## config.mk

```make
export PLATFORM = sky130hd
export DESIGN_NAME = ift_udiv_pipe
export DESIGN_NICKNAME = d
export VERILOG_FILES = /design/src/rtl/ift_pkg.sv /design/src/rtl/ift_udiv_pipe.sv
export SDC_FILE = /design/constraint.sdc
export NUM_CORES = 2
export LEC_CHECK = 0
export BUFFER_PORTS_ARGS = -buffer_cell sky130_fd_sc_hd__buf_2
export CORE_MARGIN = 4
export CORE_UTILIZATION = 56
export DETAILED_ROUTE_END_ITERATION = 8
export HOLD_SLACK_MARGIN = 0.05
export PLACE_DENSITY_LB_ADDON = 0.2
export SLEW_MARGIN = 20
export SYNTH_ARGS = -nofsm -noshare
export SYNTH_HDL_FRONTEND = slang
export SYNTH_SLANG_ARGS = --single-unit
export TNS_END_PERCENT = 30
```

## constraint.sdc

```tcl
create_clock -name i_clk -period 6.2 [get_ports i_clk]
set_clock_uncertainty 0.05 [all_clocks]
set_input_delay 0.93 -clock i_clk [delete_from_list [all_inputs] [get_ports i_clk]]
set_output_delay 0.93 -clock i_clk [all_outputs]
set_load 0.05 [all_outputs]
```

## src/rtl/ift_pkg.sv

```systemverilog
`timescale 1ns / 1ps
// ----------------------------------------------------------------------------
// ift_pkg
// Shared constants and types of the interpolating function table.
// ----------------------------------------------------------------------------
package ift_pkg;

    localparam int TABLE_DEPTH = 256;
    localparam int ADDR_W      = $clog2(TABLE_DEPTH);
    localparam int DIV_BITS    = 32;     // quotient bits per divide
    localparam int DATA_W      = 32;
    localparam int STEP_W      = 31;
    localparam int COUNT_W     = 9;
    localparam int CFG_IDX_W   = 2;

    typedef enum logic [CFG_IDX_W-1:0] {
        REG_X_START     = 2'd0,
        REG_STEP        = 2'd1,
        REG_ENTRY_COUNT = 2'd2,
        REG_UNUSED      = 2'd3
    } t_reg_idx;

    localparam logic KIND_LOAD  = 1'b0;
    localparam logic KIND_QUERY = 1'b1;

endpackage

```

## src/rtl/ift_udiv_pipe.sv

```systemverilog
`timescale 1ns / 1ps
// ----------------------------------------------------------------------------
// ift_udiv_pipe
// Restoring unsigned divider, one quotient bit per stage.
// Dividend is {i_r0, i_lo}; i_r0 must be below the divisor.
// ----------------------------------------------------------------------------
module ift_udiv_pipe (
    input  logic                          i_clk,
    input  logic                          i_en,
    input  logic [ift_pkg::STEP_W-1:0]    i_r0,
    input  logic [ift_pkg::DIV_BITS-1:0]  i_lo,
    input  logic [ift_pkg::STEP_W-1:0]    i_div,
    output logic [ift_pkg::DIV_BITS-1:0]  o_quo,
    output logic [ift_pkg::STEP_W-1:0]    o_rem
);
    localparam int N = ift_pkg::DIV_BITS;
    localparam int W = ift_pkg::STEP_W;

    logic [W-1:0] r_r  [N];
    logic [N-1:0] r_lo [N];
    logic [N-1:0] r_q  [N];
    logic [W-1:0] n_r  [N];
    logic [N-1:0] n_lo [N];
    logic [N-1:0] n_q  [N];

    always_comb begin
        logic [W-1:0] r;
        logic [N-1:0] lo;
        logic [N-1:0] q;
        logic [W:0]   t;
        logic         ge;
        for (int k = 0; k < N; k++) begin
            if (k == 0) begin
                r  = i_r0;
                lo = i_lo;
                q  = '0;
            end else begin
                r  = r_r[k-1];
                lo = r_lo[k-1];
                q  = r_q[k-1];
            end
            t  = {r, lo[N-1]};
            ge = (t >= {1'b0, i_div});
            n_r[k]  = ge ? W'(t - {1'b0, i_div}) : t[W-1:0];
            n_lo[k] = {lo[N-2:0], 1'b0};
            n_q[k]  = {q[N-2:0], ge};
        end
    end

    always_ff @(posedge i_clk) begin
        if (i_en) begin
            for (int k = 0; k < N; k++) begin
                r_r[k]  <= n_r[k];
                r_lo[k] <= n_lo[k];
                r_q[k]  <= n_q[k];
            end
        end
    end

    assign o_quo = r_q[N-1];
    assign o_rem = r_r[N-1];
endmodule

```

Word level (Yosys, flattened, before mapping):

Memory sizes are Yosys's and may differ from the RTL's.
Index checks and enable logic that the tools add are counted.

* flip-flop bits (word level): 0
* memory bits (writable): 3008
* output and inout bits: 63
* word-level logic and storage cells: 101
* memories kept: 3

Memories
* r_q: words 32, width 32, read ports 32, clocked after memory_dff 0, wr ports 32, RTL line ift_udiv_pipe.sv:21 `logic [N-1:0] r_q [N];`
* r_lo: words 32, width 31, read ports 31, clocked after memory_dff 0, wr ports 32, RTL line ift_udiv_pipe.sv:20 `logic [N-1:0] r_lo [N];`
* r_r: words 32, width 31, read ports 32, clocked after memory_dff 0, wr ports 32, RTL line ift_udiv_pipe.sv:19 `logic [W-1:0] r_r [N];`

* add/subtract/negate cells: 32
* order comparisons: 32
* mux-type cells: 34

Operators by type and width (number)
* greater-or-equal comparator 32 x 31 -> 1 bit: 32
* two-way mux 31 bit: 32
* subtractor 31 bit: 32
* two-way mux 1 bit: 2

Longest topological paths before layout:

An unclocked memory read counts as a cell.

* depth after elaboration: 3
* mapped depth: 15
* gate-level depth less buffers: 14

Worst setup path before layout:

No wires, ideal clock.

* path type: input-to-reg
* start: input i_div[2] (netlist bit)
* end: memory r_r[0][332] (netlist bit) (data pin)
* setup time: 260 ps
* arrival: 4351 ps
* data required time: 5890 ps
* slack: 1540 ps
* cell stages on the path: 13
* cell sequence: inv_1 -> ha_1 -> nor2b_1 -> o31a_1 -> o311ai_1 -> nand2_1 -> a211oi_2 -> a2111oi_0 -> o311ai_0 -> a31o_2 -> buf_2 -> buf_2 -> mux2_2

RTL lines
* start: declaration: RTL line ift_udiv_pipe.sv:12 `input logic [ift_pkg::STEP_W-1:0] i_div,`
* end: declaration: RTL line ift_udiv_pipe.sv:19

==> results.json <==
{
  "status": "finished clean",
  "synth-seq-cells": 2016,
  "setup_violations": 0,
  "wl_met3_um": 17600,
  "drtAntennaViolNets": 0,
  "vias": 86238,
  "nFillCells": 16722,
  "syn_area_um2": 120000,
  "cap_violations": 0,
  "synth_cell_type_count": 92,
  "drtPass1Iterations": 6,
  "synth_fp_nets": 11832,
  "drv_slew": 0,
  "root_buffer": "clkbuf_16",
  "placed_area_um2": 125000,
  "wl_per_cell_um": 22.0,
  "drtIter0Drc": 7325,
  "die_h_um": 472,
  "cts-resized-gates": 0,
  "highest_layer": "met4",
  "routed_wl_um": 307000,
  "rr_startpoint": "r_lo[1][340]",
  "core_area_um2": 213000,
  "synth_ff_type": "edfxtp_1",
  "cts_setup_buffers": 0,
  "grt_max_degree": 178,
  "p_per_area_nw_per_um2": 566,
  "wl_met2_um": 143000,
  "power.total_uw": 75000,
  "fin_crit_ns": 4.70,
  "max-clock-path-buffers": 3,
  "cts.sinks": 2016,
  "vias_per_cell": 6.17,
  "critPathKind": "in2reg",
  "avgSynthCellArea_um2": 11.2,
  "maxSlewHeadroom_pct": 26.5,
  "setup.worst_path.start": "i_div[0]",
  "required_ns": 6.83,
  "arrival_ns": 5.33,
  "clock_latency_ns": 0.90,
  "stdcell_area_um2": 133000,
  "grt_pass1_vias": 82986,
  "wl_met1_um": 133000,
  "place_hpwl_um": 223000,
  "netlist_instances": 10712,
  "async_reset_ff_share_pct": 0,
  "antenna_found_initial": 11,
  "synth_warnings": 0,
  "leakagePower_uw": 0.0520,
  "area_delta_synth_final_pct": 10.2,
  "gp_congestion": 0.931,
  "cts_tree": "yes",
  "synth-seq-area-share_pct": 50.3,
  "finalCritPeriodShare_pct": 75.8,
  "hp-start": "i_lo[1]",
  "synth_edf_count": 2016,
  "start_util_pct": 56.5,
  "grt_pass1_wl_um": 472000,
  "finalNetCount": 12105,
  "grt_overflow": 0,
  "fmax_mhz": 213,
  "place_inst": 13591,
  "hold_viol": 0,
  "max-vdd-ir-drop_v": 0.000349,
  "cp_max_fo": 39,
  "die_x_um": 472,
  "io-pin-count": 159,
  "tns_ns": 0,
  "hp-class": "in2reg",
  "fin_cells": 13988,
  "r2r_cells": 14,
  "final_util_pct": 62.3,
  "grt_usage_pct": 26.9,
  "numCtsBuffers": 213,
  "hold_path_depth": 1,
  "clk_pin_slew_ns": 0.06,
  "ctsHoldBuffers": 0,
  "rows": 169,
  "die_area_um2": 222000,
  "crit_path_end_kind": "flip-flop",
  "portBuffers": 158,
  "startpoint_type": "primary input",
  "cts.htree.levels": 4,
  "drc": 0,
  "rsz0062_at_grt": "no",
  "drive_gt1_share_pct": 10.2,
  "max_slew.worst_pin.slew_ns": 1.10
}
layout make-up:
| cell class | count | area (um^2) | share of cell area (%) |
|---|---|---|---|
| sequential | 2016 | 60500 | 45.7 |
| multi-input combinational | 8108 | 57500 | 43.4 |
| clock buffer | 243 | 5440 | 4.10 |
| tap | 2821 | 3530 | 2.66 |
| timing repair buffer | 341 | 2610 | 1.97 |
| clock inverter | 149 | 1810 | 1.36 |
| inverter | 305 | 1140 | 0.863 |
| antenna | 5 | 12.5 | 0.00944 |
logic make-up after synthesis:
kind of cell	count (synthesis)	share of synthesized area [%]
DFF	2016	50.3
adders and majority gates	1024	10.8
and+or+nand+nor	2637	10.4
xor gates and xnor gates	816	5.94
muxes	416	3.86
buffers and inverters	588	1.99
AOI/OAI and AO/OA	3215	16.7
flip-flops by register name, indices dropped and copies added (netlist names):
| register | flops |
|---|---|
| r_lo | 496 |
| r_q | 528 |
| r_r | 992 |
layout by cell type (no fill, tap or decap), types with 75 or more instances in the layout:
| master | netlist | layout |
|---|---|---|
| nor2_1 | 651 | 650 |
| nand2b_1 | 130 | 130 |
| clkbuf_16 | 0 | 213 |
| and3_1 | 76 | 75 |
| nand2_1 | 890 | 890 |
| a21o_1 | 495 | 494 |
| nor2b_1 | 153 | 153 |
| buf_4 | 31 | 150 |
| a21oi_1 | 905 | 903 |
| xnor2_1 | 448 | 448 |
| buf_2 | 40 | 156 |
| a211oi_1 | 96 | 96 |
| nor3_1 | 132 | 132 |
| o21bai_1 | 102 | 102 |
| a31oi_1 | 115 | 113 |
| xor2_1 | 368 | 368 |
| o31ai_1 | 77 | 77 |
| nand3_1 | 179 | 179 |
| ha_1 | 992 | 992 |
| o21a_1 | 142 | 142 |
| nand4_1 | 161 | 161 |
| o21ai_0 | 865 | 865 |
| inv_1 | 303 | 273 |
| edfxtp_1 | 2016 | 2016 |
| mux2_2 | 354 | 354 |
routing by layer:
metal	up-vias	global-route usage (%)
li1	41297	-
met1	41570	36.3
met2	2749	44.2
met3	622	3.81
met4	0	10.5
met5	-	0
power breakdown:
group,switching [uW],leakage [uW],internal (uW)
logic,21200,0.0288,16400
registers,2930,0.0197,21500
clock network,5530,0.00347,7460
total,29600,0.0520,45400
Yosys cell counts (25+ instances only):
cell type | n | area, um^2
nand3_1 | 179 | 896
ha_1 | 992 | 12400
a21o_1 | 495 | 3720
and4_1 | 34 | 298
nor2b_1 | 153 | 957
a211oi_1 | 96 | 721
xor2_1 | 368 | 3220
and2_1 | 48 | 300
o21bai_1 | 102 | 766
inv_1 | 303 | 1140
a21oi_1 | 905 | 4530
o211ai_1 | 55 | 413
nand2b_1 | 130 | 813
nor2_1 | 651 | 2440
buf_4 | 31 | 233
a21boi_0 | 39 | 293
xnor2_1 | 448 | 3920
o31ai_1 | 77 | 578
mux2_1 | 26 | 293
buf_1 | 25 | 93.8
edfxtp_1 | 2016 | 60500
clkbuf_1 | 183 | 687
nor3_1 | 132 | 661
fa_1 | 32 | 641
a31oi_1 | 115 | 719
o31a_1 | 45 | 394
mux2_2 | 354 | 3990
nand4_1 | 161 | 1010
buf_2 | 40 | 200
o21a_1 | 142 | 1070
and3_1 | 76 | 475
or3_1 | 50 | 313
o21ai_0 | 865 | 4330
or2_2 | 28 | 175
mux2i_1 | 36 | 360
nand2_1 | 890 | 3340
final timing paths:
check,endpoint,slack [ns]
max reg2reg,r_r[1][346],1.86
min reg2reg,r_q[0][330],0.32
min,r_lo[0][1],0.18
max,r_r[1][186],1.50
critical path, cell delays in order:
cell and delay [ns]:
buf_2 0.75, buf_4 0.36, ha_1 0.21, fa_1 0.21, nand2b_1 0.14, a21oi_1 0.12, o41ai_2 0.47, o211ai_1 0.22
a41oi_1 0.44, o31a_1 0.23, o21ai_0 0.16, a21oi_4 0.47, buf_12 0.25, mux2i_1 0.24
stage by stage:
stage	setup WS, ns	hold slack [ns]
global placement	0.743	0.350
finish	1.50	0.178
CTS	1.61	0.108
floorplan	1.54	0.350
detailed placement	0.681	0.355
global route	1.24	0.117
Power figures use the tool's default switching activity.
